[config.mk]
export PLATFORM = sky130hd
export DESIGN_NAME = text_console_cursor_engine_unit
export DESIGN_NICKNAME = d
export VERILOG_FILES = /design/src/tcce_pkg.sv /design/src/text_console_cursor_engine_unit.sv /design/src/tcce_ctrl.sv /design/src/tcce_datapath.sv
export SDC_FILE = /design/constraint.sdc
export NUM_CORES = 1
export LEC_CHECK = 0
export BUFFER_PORTS_ARGS = -buffer_cell sky130_fd_sc_hd__buf_2
export CORE_ASPECT_RATIO = 0.75
export CORE_MARGIN = 2
export CORE_UTILIZATION = 55
export CTS_CLUSTER_DIAMETER = 50
export DETAILED_ROUTE_END_ITERATION = 7
export PLACE_DENSITY = 0.83
export SLEW_MARGIN = 0
export SYNTH_ARGS = -nofsm -noshare
export SYNTH_HDL_FRONTEND = slang
export SYNTH_SLANG_ARGS = --single-unit
[constraint.sdc]
create_clock -name clk -period 8.35 [get_ports clk]
set_input_delay 1.67 -clock clk [delete_from_list [all_inputs] [get_ports clk]]
set_output_delay 1.67 -clock clk [all_outputs]
set_load 0.02 [all_outputs]
[src/tcce_pkg.sv]
`timescale 1ns / 1ps
// ----------------------------------------------------------------------------
// tcce_pkg
// Shared types, codes and helpers for the text console cursor engine.
// ----------------------------------------------------------------------------
package tcce_pkg;

  // Default number of spaces a tab expands to
  localparam int TAB_SPACES_DEF = 4;

  // Most commands a single input transaction may produce
  localparam int MAX_RESULTS = 8;

  // Drawing command codes
  localparam logic [1:0] CMD_CLEAR  = 2'd0;
  localparam logic [1:0] CMD_DRAW   = 2'd1;
  localparam logic [1:0] CMD_SCROLL = 2'd2;

  // Configuration register indexes
  localparam logic [1:0] REG_COLUMNS = 2'd0;
  localparam logic [1:0] REG_ROWS    = 2'd1;
  localparam logic [1:0] REG_SCROLL  = 2'd2;

  // Register reset values
  localparam logic [7:0] COLUMNS_RST = 8'd80;
  localparam logic [7:0] ROWS_RST    = 8'd30;
  localparam logic [7:0] SCROLL_RST  = 8'd1;

  // Character codes with special meaning
  localparam logic [7:0] CH_BACKSPACE = 8'd8;
  localparam logic [7:0] CH_TAB       = 8'd9;
  localparam logic [7:0] CH_NEWLINE   = 8'd10;
  localparam logic [7:0] CH_CR        = 8'd13;
  localparam logic [7:0] CH_ESC       = 8'd27;
  localparam logic [7:0] CH_SPACE     = 8'd32;

  // Colour used for a zero colour index and for tab spaces
  localparam logic [3:0] COLOUR_WHITE = 4'hF;

  // Controller to datapath commands
  typedef struct packed {
    logic load;       // capture the incoming transaction
    logic do_bs;      // issue the backspace clear and move back
    logic do_scroll;  // issue a scroll and move the row up
    logic do_draw;    // draw a glyph (or take a newline) and advance
  } tcce_cmd_t;

  // Datapath to controller status
  typedef struct packed {
    logic in_ignored;    // incoming character produces nothing
    logic in_backspace;  // incoming character is a backspace
    logic can_emit;      // output register can take a command this cycle
    logic place_done;    // no further placement for this transaction
    logic need_scroll;   // cursor row is at or past the row count
    logic is_newline;    // captured character is a newline
  } tcce_status_t;

  // Row increment that holds at the top of the 8-bit range
  function automatic logic [7:0] sat_inc(input logic [7:0] val);
    return (val == 8'hFF) ? val : val + 8'd1;
  endfunction

endpackage

[src/text_console_cursor_engine_unit.sv]
`timescale 1ns / 1ps
// ----------------------------------------------------------------------------
// text_console_cursor_engine_unit
// Turns a character stream into clear, draw and scroll cell commands while
// tracking a text cursor.
// ----------------------------------------------------------------------------
//
//   channel  direction  handshake          payload
//   in_      input      in_valid/in_stall  char_code, target_row/col, colour
//   out_     output     out_valid/out_stall command, cell, glyph, scroll, last
//   cfg_     input      cfg_wr_en          cfg_index, cfg_wdata (no read-back)
//
// Steps: CR and ESC are taken and produce no command. A backspace issues one
// clear; a glyph or a newline passes a row check and a draw, and a tab does so
// for each of up to TAB_SPACES spaces. A scroll, when the row needs it, goes
// out in the row-check state that precedes a draw. The sequencer issues at most
// one command per cycle into the single output register.
// Reset: synchronous, active low; cursor at 0,0, registers at 80/30/1.
// Stalls: out_stall holds the output register and the sequencer waits;
// in_stall stays high until every command of the transaction is issued.
//
// The block accepts the next transaction while the last command of the
// previous one still waits in the output register.
// ----------------------------------------------------------------------------
module text_console_cursor_engine_unit #(
  parameter int TAB_SPACES = tcce_pkg::TAB_SPACES_DEF
) (
  input  logic              clk,
  input  logic              rst_n,
  // configuration
  input  logic              cfg_wr_en,
  input  logic [1:0]        cfg_index,
  input  logic [7:0]        cfg_wdata,
  // input transactions
  input  logic              in_valid,
  output logic              in_stall,
  input  logic [7:0]        in_char_code,
  input  logic signed [8:0] in_target_row,
  input  logic signed [8:0] in_target_col,
  input  logic [3:0]        in_colour,
  // result transactions
  output logic              out_valid,
  input  logic              out_stall,
  output logic [1:0]        out_command,
  output logic [7:0]        out_cell_row,
  output logic [7:0]        out_cell_col,
  output logic [7:0]        out_glyph_code,
  output logic [3:0]        out_glyph_colour,
  output logic [7:0]        out_scroll_lines,
  output logic              out_last_of_run
);
  import tcce_pkg::*;

  // command and status between sequencer and datapath
  tcce_cmd_t    cmd;
  tcce_status_t status;

  // sequencer: capture, backspace, then scroll-check / draw per placement
  tcce_ctrl u_ctrl (
    .clk      (clk),
    .rst_n    (rst_n),
    .in_valid (in_valid),
    .in_stall (in_stall),
    .status   (status),
    .cmd      (cmd)
  );

  // cursor arithmetic, configuration and the output register
  tcce_datapath #(
    .TAB_SPACES (TAB_SPACES)
  ) u_datapath (
    .clk              (clk),
    .rst_n            (rst_n),
    .cfg_wr_en        (cfg_wr_en),
    .cfg_index        (cfg_index),
    .cfg_wdata        (cfg_wdata),
    .in_char_code     (in_char_code),
    .in_target_row    (in_target_row),
    .in_target_col    (in_target_col),
    .in_colour        (in_colour),
    .cmd              (cmd),
    .status           (status),
    .out_valid        (out_valid),
    .out_stall        (out_stall),
    .out_command      (out_command),
    .out_cell_row     (out_cell_row),
    .out_cell_col     (out_cell_col),
    .out_glyph_code   (out_glyph_code),
    .out_glyph_colour (out_glyph_colour),
    .out_scroll_lines (out_scroll_lines),
    .out_last_of_run  (out_last_of_run)
  );

endmodule

[src/tcce_ctrl.sv]
`timescale 1ns / 1ps
// ----------------------------------------------------------------------------
// tcce_ctrl
// Sequencer that walks one input transaction through its cell commands.
// ----------------------------------------------------------------------------
module tcce_ctrl (
  input  logic                  clk,
  input  logic                  rst_n,
  input  logic                  in_valid,
  output logic                  in_stall,
  input  tcce_pkg::tcce_status_t status,
  output tcce_pkg::tcce_cmd_t    cmd
);
  import tcce_pkg::*;

  localparam logic [1:0] S_IDLE  = 2'd0;
  localparam logic [1:0] S_BS    = 2'd1;
  localparam logic [1:0] S_PLACE = 2'd2;
  localparam logic [1:0] S_DRAW  = 2'd3;

  logic [1:0] state_r;
  logic [1:0] state_nxt;

  assign in_stall = (state_r != S_IDLE);

  always_comb begin
    state_nxt = state_r;
    cmd       = '0;
    unique case (state_r)
      S_IDLE: begin
        if (in_valid && !status.in_ignored) begin
          cmd.load  = 1'b1;
          state_nxt = status.in_backspace ? S_BS : S_PLACE;
        end
      end
      S_BS: begin
        if (status.can_emit) begin
          cmd.do_bs = 1'b1;
          state_nxt = S_IDLE;
        end
      end
      S_PLACE: begin
        if (status.place_done) begin
          state_nxt = S_IDLE;
        end else if (!status.need_scroll) begin
          state_nxt = S_DRAW;
        end else if (status.can_emit) begin
          cmd.do_scroll = 1'b1;
          state_nxt     = S_DRAW;
        end
      end
      S_DRAW: begin
        // newline moves the cursor without a command
        if (status.is_newline || status.can_emit) begin
          cmd.do_draw = 1'b1;
          state_nxt   = S_PLACE;
        end
      end
      default: state_nxt = S_IDLE;
    endcase
  end

  always_ff @(posedge clk) begin
    if (!rst_n) begin
      state_r <= S_IDLE;
    end else begin
      state_r <= state_nxt;
    end
  end

endmodule

[src/tcce_datapath.sv]
`timescale 1ns / 1ps
// ----------------------------------------------------------------------------
// tcce_datapath
// Cursor, configuration and output registers with the placement arithmetic.
// ----------------------------------------------------------------------------
module tcce_datapath #(
  parameter int TAB_SPACES = tcce_pkg::TAB_SPACES_DEF
) (
  input  logic                   clk,
  input  logic                   rst_n,
  input  logic                   cfg_wr_en,
  input  logic [1:0]             cfg_index,
  input  logic [7:0]             cfg_wdata,
  input  logic [7:0]             in_char_code,
  input  logic signed [8:0]      in_target_row,
  input  logic signed [8:0]      in_target_col,
  input  logic [3:0]             in_colour,
  input  tcce_pkg::tcce_cmd_t    cmd,
  output tcce_pkg::tcce_status_t status,
  output logic                   out_valid,
  input  logic                   out_stall,
  output logic [1:0]             out_command,
  output logic [7:0]             out_cell_row,
  output logic [7:0]             out_cell_col,
  output logic [7:0]             out_glyph_code,
  output logic [3:0]             out_glyph_colour,
  output logic [7:0]             out_scroll_lines,
  output logic                   out_last_of_run
);
  import tcce_pkg::*;

  localparam int RemW = $clog2(TAB_SPACES + 1);
  localparam int CntW = $clog2(MAX_RESULTS + 4);

  // configuration
  logic [7:0] columns_r, rows_r, scroll_amt_r;

  // cursor and per-transaction context
  logic [7:0]      cur_col_r, cur_row_r;
  logic [7:0]      ch_r;
  logic [3:0]      colour_r;
  logic            is_tab_r;
  logic [RemW-1:0] rem_r;
  logic [CntW-1:0] cnt_r;

  // output register
  logic       out_valid_r;
  logic [1:0] out_command_r;
  logic [7:0] out_cell_row_r, out_cell_col_r, out_glyph_code_r, out_scroll_lines_r;
  logic [3:0] out_glyph_colour_r;
  logic       out_last_r;

  // incoming decode
  logic       in_is_tab;
  logic       in_explicit;
  logic [3:0] in_colour_fix;

  assign in_is_tab     = (in_char_code == CH_TAB);
  assign in_explicit   = !in_target_row[8] && !in_target_col[8];
  assign in_colour_fix = (in_colour == 4'd0) ? COLOUR_WHITE : in_colour;

  // backspace target
  logic [7:0] bs_col, bs_row;
  always_comb begin
    bs_col = cur_col_r - 8'd1;
    bs_row = cur_row_r;
    if (cur_col_r == 8'd0) begin
      bs_col = (columns_r != 8'd0) ? columns_r - 8'd1 : 8'd0;
      if (cur_row_r == 8'd0) begin
        bs_col = 8'd0;
      end else begin
        bs_row = cur_row_r - 8'd1;
      end
    end
  end

  // scroll target row, floored at zero
  logic [7:0] scr_row;
  assign scr_row = (cur_row_r >= scroll_amt_r) ? cur_row_r - scroll_amt_r : 8'd0;

  // draw or newline step with line wrap
  logic       is_nl;
  logic [7:0] row_a;
  logic [8:0] col_a;
  logic       wrap;
  logic [7:0] draw_col, draw_row;
  assign is_nl    = (ch_r == CH_NEWLINE);
  assign row_a    = is_nl ? sat_inc(cur_row_r) : cur_row_r;
  assign col_a    = is_nl ? 9'd0 : {1'b0, cur_col_r} + 9'd1;
  assign wrap     = (col_a >= {1'b0, columns_r});
  assign draw_col = wrap ? 8'd0 : col_a[7:0];
  assign draw_row = wrap ? sat_inc(row_a) : row_a;

  // lookahead: is the glyph being drawn the final command of this transaction
  logic [RemW-1:0] rem_dec;
  logic [CntW-1:0] need_now, need_next;
  logic            draw_last;
  assign rem_dec   = rem_r - RemW'(1);
  assign need_now  = (cur_row_r >= rows_r) ? CntW'(2) : CntW'(1);
  assign need_next = (draw_row >= rows_r) ? CntW'(2) : CntW'(1);
  assign draw_last = (rem_dec == '0) ||
                     ((cnt_r + CntW'(1) + need_next) > CntW'(MAX_RESULTS));

  logic emit;
  assign emit = cmd.do_bs || cmd.do_scroll || (cmd.do_draw && !is_nl);

  always_comb begin
    status              = '0;
    status.in_ignored   = (in_char_code == CH_CR) || (in_char_code == CH_ESC);
    status.in_backspace = (in_char_code == CH_BACKSPACE);
    status.can_emit     = !out_valid_r || !out_stall;
    status.place_done   = (rem_r == '0) ||
                          ((cnt_r + need_now) > CntW'(MAX_RESULTS));
    status.need_scroll  = (cur_row_r >= rows_r);
    status.is_newline   = is_nl;
  end

  // configuration writes
  always_ff @(posedge clk) begin
    if (!rst_n) begin
      columns_r    <= COLUMNS_RST;
      rows_r       <= ROWS_RST;
      scroll_amt_r <= SCROLL_RST;
    end else if (cfg_wr_en) begin
      case (cfg_index)
        REG_COLUMNS: columns_r    <= cfg_wdata;
        REG_ROWS:    rows_r       <= cfg_wdata;
        REG_SCROLL:  scroll_amt_r <= cfg_wdata;
        default:     ;
      endcase
    end
  end

  // cursor and context
  always_ff @(posedge clk) begin
    if (!rst_n) begin
      cur_col_r <= 8'd0;
      cur_row_r <= 8'd0;
      rem_r     <= '0;
      cnt_r     <= '0;
      is_tab_r  <= 1'b0;
    end else begin
      if (cmd.load) begin
        is_tab_r <= in_is_tab;
        ch_r     <= in_is_tab ? CH_SPACE : in_char_code;
        colour_r <= in_is_tab ? COLOUR_WHITE : in_colour_fix;
        rem_r    <= in_is_tab ? RemW'(TAB_SPACES) : RemW'(1);
        cnt_r    <= '0;
        if (!in_is_tab && in_explicit) begin
          cur_col_r <= in_target_col[7:0];
          cur_row_r <= in_target_row[7:0];
        end
      end
      if (cmd.do_bs) begin
        cur_col_r <= bs_col;
        cur_row_r <= bs_row;
      end
      if (cmd.do_scroll) begin
        cur_row_r <= scr_row;
        cnt_r     <= cnt_r + CntW'(1);
      end
      if (cmd.do_draw) begin
        cur_col_r <= draw_col;
        cur_row_r <= draw_row;
        rem_r     <= rem_dec;
        if (!is_nl) begin
          cnt_r <= cnt_r + CntW'(1);
        end
      end
    end
  end

  // output register
  always_ff @(posedge clk) begin
    if (!rst_n) begin
      out_valid_r <= 1'b0;
    end else if (emit) begin
      out_valid_r <= 1'b1;
    end else if (!out_stall) begin
      out_valid_r <= 1'b0;
    end
  end

  always_ff @(posedge clk) begin
    if (cmd.do_bs) begin
      out_command_r      <= CMD_CLEAR;
      out_cell_row_r     <= bs_row;
      out_cell_col_r     <= bs_col;
      out_glyph_code_r   <= 8'd0;
      out_glyph_colour_r <= 4'd0;
      out_scroll_lines_r <= 8'd0;
      out_last_r         <= 1'b1;
    end else if (cmd.do_scroll) begin
      out_command_r      <= CMD_SCROLL;
      out_cell_row_r     <= 8'd0;
      out_cell_col_r     <= 8'd0;
      out_glyph_code_r   <= 8'd0;
      out_glyph_colour_r <= 4'd0;
      out_scroll_lines_r <= scroll_amt_r;
      out_last_r         <= is_nl;
    end else if (cmd.do_draw && !is_nl) begin
      out_command_r      <= CMD_DRAW;
      out_cell_row_r     <= cur_row_r;
      out_cell_col_r     <= cur_col_r;
      out_glyph_code_r   <= ch_r;
      out_glyph_colour_r <= colour_r;
      out_scroll_lines_r <= 8'd0;
      out_last_r         <= draw_last;
    end
  end

  assign out_valid        = out_valid_r;
  assign out_command      = out_command_r;
  assign out_cell_row     = out_cell_row_r;
  assign out_cell_col     = out_cell_col_r;
  assign out_glyph_code   = out_glyph_code_r;
  assign out_glyph_colour = out_glyph_colour_r;
  assign out_scroll_lines = out_scroll_lines_r;
  assign out_last_of_run  = out_last_r;

`ifndef SYNTHESIS
  // a new command never lands on a result still held by the consumer
  a_no_overwrite: assert property (@(posedge clk) disable iff (!rst_n)
    emit |-> (!out_valid_r || !out_stall))
    else $error("command issued over a stalled result");

  // command count stays within the per-transaction limit
  a_cnt_bound: assert property (@(posedge clk) disable iff (!rst_n)
    cnt_r <= CntW'(MAX_RESULTS))
    else $error("command count exceeds limit");

  // a non-tab transaction has a single placement left to count down
  a_tab_rem: assert property (@(posedge clk) disable iff (!rst_n)
    (cmd.do_draw && !is_tab_r) |=> (rem_r == '0))
    else $error("non-tab transaction left placements pending");

  // a scroll command is only issued once the row reached the row count
  a_scroll_cause: assert property (@(posedge clk) disable iff (!rst_n)
    cmd.do_scroll |-> (cur_row_r >= rows_r))
    else $error("scroll issued with row inside the window");
`endif

endmodule

---- Yosys cells after proc, flatten, opt, wreduce, memory -nomap -nowiden ----
Cells that the tools add are included.
storage, ports and cells
  register bits ........................... 101
  bits of input ports ..................... 45
  output and inout port bits .............. 41
  word-level logic and storage cells ...... 157
cells by class
  add/sub/neg operators ................... 11
  order comparisons ....................... 6
  eq/ne operators ......................... 17
  multiplexer cells ....................... 61
  reduce and logical (&&, ||, !) cells .... 43
operators by type and width
  operator               number
  $mux W8                28
  $eq A8 B4 Y1 const B   4
  $ge A8 B8 Y1           3
  $sub A8 B1 Y8 const B  3
  $mux W2                11
  $add A8 B1 Y8 const B  2
  $eq A8 B8 Y1 const B   2
  $logic_not A8 Y1       2
  $mux W4                4
  $mux W1                13
  $reduce_and A2 Y1      6
  $add A8 B1 Y9 const B  1
  $ge A9 B8 Y1           1
  $mux W3                3
  $mux W9                1
  $reduce_bool A3 Y1     3
  $add A4 B4 Y4          2
  $eq A8 B5 Y1 const B   1
  $gt A4 B4 Y1 const B   2
  $ne A2 B1 Y1 const B   4
  $pmux W2 S4            1
  $reduce_bool A4 Y1     2
  $reduce_bool A8 Y1     1
  $sub A8 B8 Y8          1
  other kinds (14)       37

---- Depth between registers and ports, before layout ----
Gate-level depths: netlist of run 1.
  depth in word-level cells ............... 13
  mapped depth ............................ 31
  gate-level depth less buffers ........... 31

---- By module ----
From an unflattened synthesis of run 1, not the netlist that was laid out.
unflattened totals
  cells, all modules ...................... 840
  area, all modules ....................... 6,796.5 um^2
modules (own cells, without submodules)
  module         times used  cells an instance  area each (um^2)  seq. area each (um^2)
  tcce_datapath  1           813                6,603.8           2,262.2
  tcce_ctrl      1           27                 192.7             40.0

---- Worst setup path before layout of run 1 ----
No wires, ideal clock.
  path type ............................... flip-flop to flip-flop
  start ................................... register u_datapath.ch_r[7]
  end ..................................... register u_datapath.out_last_r (netlist: u_datapath.out_last_of_run)
  library setup time ...................... 0.129 ns
  arrival ................................. 5.237 ns
  data required time ...................... 8.221 ns
  setup slack ............................. 2.984 ns
  cell stages (with the launch flop) ...... 31
  path buffers ............................ 1
  cell sequence ........................... edfxtp_1 -> nor4b_4 -> and2_0 -> clkbuf_1 -> nor2_1 -> ha_1 -> a211oi_1 -> o211ai_1 -> o221ai_1 -> nand2_1 -> o21a_1 -> xnor2_1 -> ha_1 -> nand2b_1 -> a21o_1 -> a21oi_1 -> nor2b_1 -> o21ai_0 -> nand2b_1 -> a21oi_1 -> o21ai_0 -> inv_1 -> ha_1 -> inv_1 -> fa_1 -> xnor2_1 -> nand3b_1 -> a221oi_1 -> o21ai_0 -> o21ai_0 -> nand2_1
between the ends
  longest elaborated chain between the ends .. 12
ends and longest elaborated chain
  item                                                  line                  source
  start, declared                                       tcce_datapath.sv:40   logic [7:0] ch_r;
  start signal, assigned                                tcce_datapath.sv:145  ch_r <= in_is_tab ? CH_SPACE : in_char_code;
  $eq A8 B4 Y1 (*)                                      tcce_datapath.sv:87   assign is_nl = (ch_r == CH_NEWLINE);
  $mux W8                                               tcce_datapath.sv:88   assign row_a = is_nl ? sat_inc(cur_row_r) : cur_row_r;
  $add A8 B1 Y8 / $eq A8 B8 Y1 (equally long branches)  tcce_pkg.sv:60        return (val == 8'hFF) ? val : val + 8'd1;
  $mux W8                                               tcce_pkg.sv:60
  $mux W8                                               tcce_datapath.sv:92   assign draw_row = wrap ? sat_inc(row_a) : row_a;
  $ge A8 B8 Y1                                          tcce_datapath.sv:100  assign need_next = (draw_row >= rows_r) ? CntW'(2) : CntW'(1);
  $mux W2                                               tcce_datapath.sv:100
  $add A4 B4 Y4                                         tcce_datapath.sv:102  ((cnt_r + CntW'(1) + need_next) > CntW'(MAX_RESULTS));
  $gt A4 B4 Y1                                          tcce_datapath.sv:102
  $logic_or A1 B1 Y1                                    tcce_datapath.sv:101  assign draw_last = (rem_dec == '0) ||
  $mux W1                                               tcce_datapath.sv:201  end else if (cmd.do_draw && !is_nl) begin
  $mux W1                                               tcce_datapath.sv:193  end else if (cmd.do_scroll) begin
  end signal, assigned                                  tcce_datapath.sv:200  out_last_r <= is_nl;
  end signal, assigned                                  tcce_datapath.sv:208  out_last_r <= draw_last;
  end, declared                                         tcce_datapath.sv:51   logic out_last_r;
Every way passes the cells marked *; elsewhere a longest branch is shown, timed or not. The select of a mux whose other input is x is not followed.
A chain may end at the register's enable or synchronous reset.

---- Worst setup path in the final report of run 1 ----
  start ................................... register u_datapath.ch_r[4]
  end ..................................... register u_datapath.out_last_r (netlist: u_datapath.out_last_of_run)
Same word-level chain as after synthesis.

==> results.toml, run 1 <==
[outcome]
outcome = "finished, final reports clean"

[critical_path]
max_stage_delay_ns = 0.66
worstSetupPathType = "register to register"
cpMostUsedCell = "o21ai_0"
critPathMaxFanout = 13
cp.required_ns = 8.57
start_kind = "register"
crit_slowest_cell = "and2_0"
worstPathArrival_ns = 6.63
cp-end-kind = "register"

[timing]
fin_tns_setup_ns = 0
report.final.slew_viol_count = 0
tightest_slew_ns = 1.043
setup_violations = 0
whs_ns = 0.4515
final.setup_skew_ns = 0.008424
rsz0062_at_grt = "no"
setup_ws_ns = 1.945
hold_viol = 0
fin_crit_ns = 6.405
fmax_ghz = 0.1561
slew_headroom_pct = 30.24
fin_crit_sh_pct = 76.70

[yosys]
synth_sequential_area_ratio_pct = 35.32
yosysMostFrequentCell = "nor2_1"
ys_types = 70
syn_avg_cell_area_um2 = 8.188
synth_ff_type = "dfxtp_1"
yosys-top-cells-area = "dfxtp_1, edfxtp_1, ha_1, a21oi_1, nor2_1"
ys_ff_latch = 101
yosys.area.top_type = "dfxtp_1"
ys_async_sr_fraction_pct = 0
synth_edf_count = 28
synth_top_area_share_pct = 22.42
synth_area_um2 = 6518
ys.warnings.count = 0
syn_nets = 892
syn_inst = 796
netlist_top_cells_count = "nor2_1, nand2_1, dfxtp_1, a21oi_1, o21ai_0"

[detailed_routing]
drt_iter0_drc = 726
wl_per_cell_um = 17.57
top_layer_used = "met4"
drt-pass1-iter-count = 6
drc_errors = 0
wl_met3_mm = 2.085
ant_nets = 0
drt-total-wl_mm = 17.96
viasPerCell = 5.991
wl_met2_mm = 7.334
num_vias = 6123
drt-met1-wl_mm = 8.358

[global_route]
grt_overflow = 0
grt_use_total_pct = 28.55
grt_pass1_wl_mm = 28.53
grt_max_degree = 30
grt_pass1_vias = 5448
antenna_found_initial = 0

[clock_tree]
cts_inserted_buffers = 9
cts_tree = "built"
htree_levels = 3
clk_latency_ns = 0.35
post_cts_buffers = 0
cts.sinks = 101
clock_path_buffers = 2
clkTransAtPathRegs_ns = 0.07
cts_hold_buf = 0
cts-root-buf = "clkbuf_16"
cts_resized = 0

[finish]
area_delta_synth_final_pct = 12.36
multiInputGateArea_um2 = 3875
num-fill-cells = 1049
ff_latch_area_um2 = 2302
drive_gt1_share_pct = 14.07
post-route-cell-area_um2 = 7323
diodes = 0
num-nets-final = 951

[floorplan]
core_area_um2 = 11570
initial_core_util_pct = 56.33
rows = 34
pin_count = 86
dieArea_um2 = 12750
die_height_um = 98.28
die_x_um = 129.7

[placement]
dp_hpwl_mm = 13.18
port_buffers = 85
gp_congestion = 0.9608
placed_cell_area_um2 = 7042
dp_worst_setup_slack_ns = 2.124

[power]
combPwrFrac_pct = 21.6
power.switching_uw = 389.7
p_clk_share_pct = 32.9
pwr-share-seq_pct = 45.4
power_density_nw_per_um2 = 168.3
power.leakage_nw = 3.119
swShare_pct = 31.63
power_mw = 1.232
p_int_uw = 842.6
ir_worst_vdd_v = 0.0001321

[run]
max-cap-violations = 0

[hold_path]
hold_class = "register to register"
[worst max-delay path: cells and delay by family (launching register included)]
| family | cells | cell delay (ns) |
|---|---|---|
| xor gates and xnor gates | 2 | 0.46 |
| adders and majority gates | 4 | 1.19 |
| AOI/OAI and AO/OA | 10 | 1.74 |
| buffers and inverters | 2 | 0.19 |
| DFF | 1 | 0.43 |
| and+or+nand+nor | 11 | 2.24 |
[layout by cell type (no fill, tap or decap), types with 6 or more instances in the layout]
master	instances
buf_2	85
nor2_1	84
nand2_1	83
dfxtp_1	73
a21oi_1	64
o21ai_0	53
inv_1	48
ha_1	48
edfxtp_1	28
xnor2_1	27
nand3_1	23
a31oi_1	21
nor3_1	19
mux2i_1	17
and2_1	10
o211ai_1	10
nand4_1	10
o21a_1	9
clkbuf_16	9
a22oi_1	8
o22ai_1	7
buf_4	7
nand3b_1	6
xor2_1	6
or3_1	6
[cell families after synthesis]
family | Yosys count | synth area share, %
flip-flops | 101 | 35.32
AND/OR/NAND/NOR | 277 | 20.58
AO/OA/AOI/OAI | 222 | 21.14
XOR/XNOR | 33 | 4.435
buffers and inverters | 93 | 5.375
adder cells (fa/ha/maj) | 51 | 10.14
multiplexers | 19 | 3.014
[per-stage QoR]
step	instances	utilization [%]
CTS	1022	63.29
global placement	1006	60.86
global route	1022	63.29
floorplan	796	-
finish	1022	63.29
detailed placement	1006	60.86
[final cells by class]
cell class | count | share of cell area (%)
Timing Repair Buffer | 92 | 6.527
Inverter | 49 | 2.512
Clock inverter | 7 | 0.7688
Tap cell | 162 | 2.768
Multi-Input combinational cell | 602 | 52.91
Clock buffer | 9 | 3.075
Sequential cell | 101 | 31.44
[metal layers]
layer  vias up  global-route usage (%)
met5         -                       0
met2       326                   40.39
li1       2971                       -
met1      2807                   43.22
met4         0                   6.948
met3        19                   7.397
[power by group through the flow]
stage               clock network [mW]  registers, mW  logic, mW
floorplan                            0          0.578      0.174
global placement                     0          0.569      0.256
detailed placement                   0          0.569      0.260
CTS                              0.409          0.558      0.263
global route                     0.425          0.563      0.296
finish                           0.406          0.560      0.267
[worst paths after layout]
check | startpoint | to | slack, ns | cells after the start
setup / recovery | u_datapath.ch_r[4]$_SDFFCE_PP0P_ | u_datapath.out_last_of_run$_SDFFE_PP1P_ | 1.95 | 29
hold / removal | u_datapath.out_glyph_code[1]$_SDFFE_PP0P_ | u_datapath.out_glyph_code[1]$_SDFFE_PP0P_ | 0.45 | 2
setup reg to reg | u_datapath.ch_r[4]$_SDFFCE_PP0P_ | u_datapath.out_last_of_run$_SDFFE_PP1P_ | 1.95 | 29
hold reg to reg | u_datapath.out_glyph_code[1]$_SDFFE_PP0P_ | u_datapath.out_glyph_code[1]$_SDFFE_PP0P_ | 0.45 | 2
Note: power is estimated with default switching activity, not from simulation.
==> run 2: changes to the inputs <==
- CORE_UTILIZATION: 55 -> 53
- clock period: 8.35 -> 5.3 ns (I/O delays scaled with it)
==> run 2 against run 1 <==
The run now ends with setup timing left. Register-to-register slack lost 2.1 ns. Cell area grew 9.1%. Sequential power grew 55%. Sequential share of layout area shrank 2.6 points. Maximum frequency grew 18%. Via count grew 7.1%. Die area grew 3.6%. Critical endpoint unchanged. Routed wire length grew 6.9%.
==> results.toml, run 2 (synthesized netlist as in run 1, its figures left out) <==
[outcome]
outcome = "complete, but fails checks"
violations = "setup timing"

[clock_tree]
clkTransAtPathRegs_ns = 0.07
cts_tree = "built"
cts-root-buf = "clkbuf_16"
cts.sinks = 101
cts_inserted_buffers = 9
htree_levels = 3
clk_latency_ns = 0.35
clock_path_buffers = 2
cts_hold_buf = 0

[hold_path]
hold_start = "u_datapath.out_glyph_colour[0]$_SDFFE_PP0P_"
hold_class = "register to register"
hold_path_end = "u_datapath.out_glyph_colour[0]$_SDFFE_PP0P_"
holdPathStages = 2

[finish]
final_cell_mix = "buf_2, nor2_1, nand2_1"
final_cells = 1091
num-nets-final = 1016
final_common_cell = "buf_2"
ff_latch_area_um2 = 2303
post-route-cell-area_um2 = 7988
num-fill-cells = 1005
multiInputGateArea_um2 = 3994
area_delta_synth_final_pct = 22.56
drive_gt1_share_pct = 22.70
diodes = 0

[timing]
slew_headroom_pct = 33.14
tightest_slew_ns = 1.000
whs_ns = 0.4518
setup_violations = 1
setup_ws_ns = -0.1165
report.final.slew_viol_count = 0
fin_crit_sh_pct = 102.2
fin_crit_ns = 5.416
fmax_ghz = 0.1846
final.setup_skew_ns = 0.007324
hold_viol = 0
rsz0062_at_grt = "yes"

[power]
power.leakage_nw = 3.489
p_int_mw = 1.458
power.switching_uw = 634.4
pwr-share-seq_pct = 41.5
ir_worst_vdd_v = 0.0001823
combPwrFrac_pct = 23.3
power_density_nw_per_um2 = 261.9
p_clk_share_pct = 35.2
swShare_pct = 30.32

[floorplan]
pin_count = 86
die_x_um = 132.0
core_area_um2 = 12130
dieArea_um2 = 13210
die_height_um = 100.0
initial_core_util_pct = 53.73
rows = 35

[detailed_routing]
viasPerCell = 6.012
drc_errors = 0
wl_per_cell_um = 17.60
num_vias = 6559
drt_iter0_drc = 617
drt-total-wl_mm = 19.20
ant_nets = 0
drt-pass1-iter-count = 5

[critical_path]
critPathLaunch = "u_datapath.ch_r[4]$_SDFFCE_PP0P_"
worstPathArrival_ns = 5.63
r2r_end = "u_datapath.out_last_of_run$_SDFFE_PP1P_"
critPathMaxFanout = 3
cp-end-kind = "register"
cp.required_ns = 5.51
start_kind = "register"
worstSetupPathType = "register to register"
r2r-start = "u_datapath.ch_r[4]$_SDFFCE_PP0P_"
reg2reg_slack_ns = -0.12
r2r_cells = 27

[global_route]
grt_use_total_pct = 28.99
grt_max_degree = 30
grt_pass1_wl_mm = 30.52
antenna_found_initial = 0
grt_pass1_vias = 5926
gr-max-usage-layer = "met1"
met2_usage_pct = 42.55
grt_util_met3_pct = 5.152
grt.met1_usage_pct = 44.02
grt_overflow = 0

[run]
max-cap-violations = 0

[placement]
dp_worst_setup_slack_ns = -0.3451
placed_cell_area_um2 = 7411
port_buffers = 85
place_inst = 1058
dp_hpwl_mm = 13.98
gp_congestion = 0.9734
run 2: cell count changes in the layout (fill, tap and decap cells not counted), sizes merged:
cell / delta
bufinv: +2
inv: -2
buf: +65
run 2: worst max-delay path, stage by stage, from the launching register on:
cell,delay [ns]
edfxtp_1,0.43
nor4b_4,0.40
o211ai_1,0.20
xnor2_1,0.24
ha_2,0.22
inv_1,0.05
a311o_1,0.35
or3_4,0.34
o21a_4,0.22
mux2_4,0.32
ha_4,0.21
a21o_1,0.18
a21oi_2,0.10
nor2b_1,0.06
o21ai_1,0.15
nand2b_1,0.09
a21oi_2,0.17
o21ai_2,0.10
inv_2,0.09
ha_4,0.14
inv_2,0.04
fa_2,0.39
xnor2_2,0.17
nand3b_1,0.11
a221oi_2,0.24
o21ai_1,0.11
o21ai_1,0.08
nand2_1,0.06
run 2: final cells by class:
type                    instances  area share [%]
multi-input cells             602           50.00
flip-flops and latches        101           28.84
repair buffers                157           12.09
clock buffers                   9           2.820
well taps                     166           2.600
inverters                      49           2.303
clock inverters                 7           1.347
run 2: how the worst max path moves through the flow:
stage | endpoint | slack (ns) | depth (start not counted)
after global placement | u_datapath.out_last_of_run$_SDFFE_PP1P_ | -0.08 | 30
after detailed placement | u_datapath.out_last_of_run$_SDFFE_PP1P_ | -0.35 | 30
after global routing | u_datapath.out_last_of_run$_SDFFE_PP1P_ | -0.37 | 29
final | u_datapath.out_last_of_run$_SDFFE_PP1P_ | -0.12 | 27
after CTS | u_datapath.out_last_of_run$_SDFFE_PP1P_ | 0.02 | 26
after floorplan | u_datapath.out_last_of_run$_SDFFE_PP1P_ | 0.005 | 30
run 2: layer usage:
metal	vias to the layer above	part of all wire [%]
met5	-	0
met4	0	1.8
met3	37	12
met2	392	41
met1	3026	46
li1	3104	-
run 2: repair_timing:
action | in CTS | in global routing
gates resized for setup | 14 | 16
endpoints found under the setup margin | 1 | 1
endpoints found under the hold margin | 0 | 0
setup buffers | 10 | 7
pin swaps | 11 | 24
run 2: through the flow:
stage / utilization [%] / total power [mW] / setup TNS, ns
2_1_floorplan: - / 1.185 / 0
3_3_place_gp: 61.09 / 1.322 / -0.08239
3_5_place_dp: 61.09 / 1.332 / -0.3451
4_1_cts: 64.84 / 2.072 / 0
5_1_grt: 65.85 / 2.175 / -0.3654
6_report: 65.85 / 2.092 / -0.1165
run 2: power groups by stage:
stage / sequential (mW) / combinational (mW) / clock, mW
floorplan: 0.911 / 0.274 / 0
global placement: 0.883 / 0.440 / 0
detailed placement: 0.883 / 0.449 / 0
CTS: 0.866 / 0.463 / 0.743
global route: 0.871 / 0.531 / 0.772
finish: 0.867 / 0.488 / 0.737
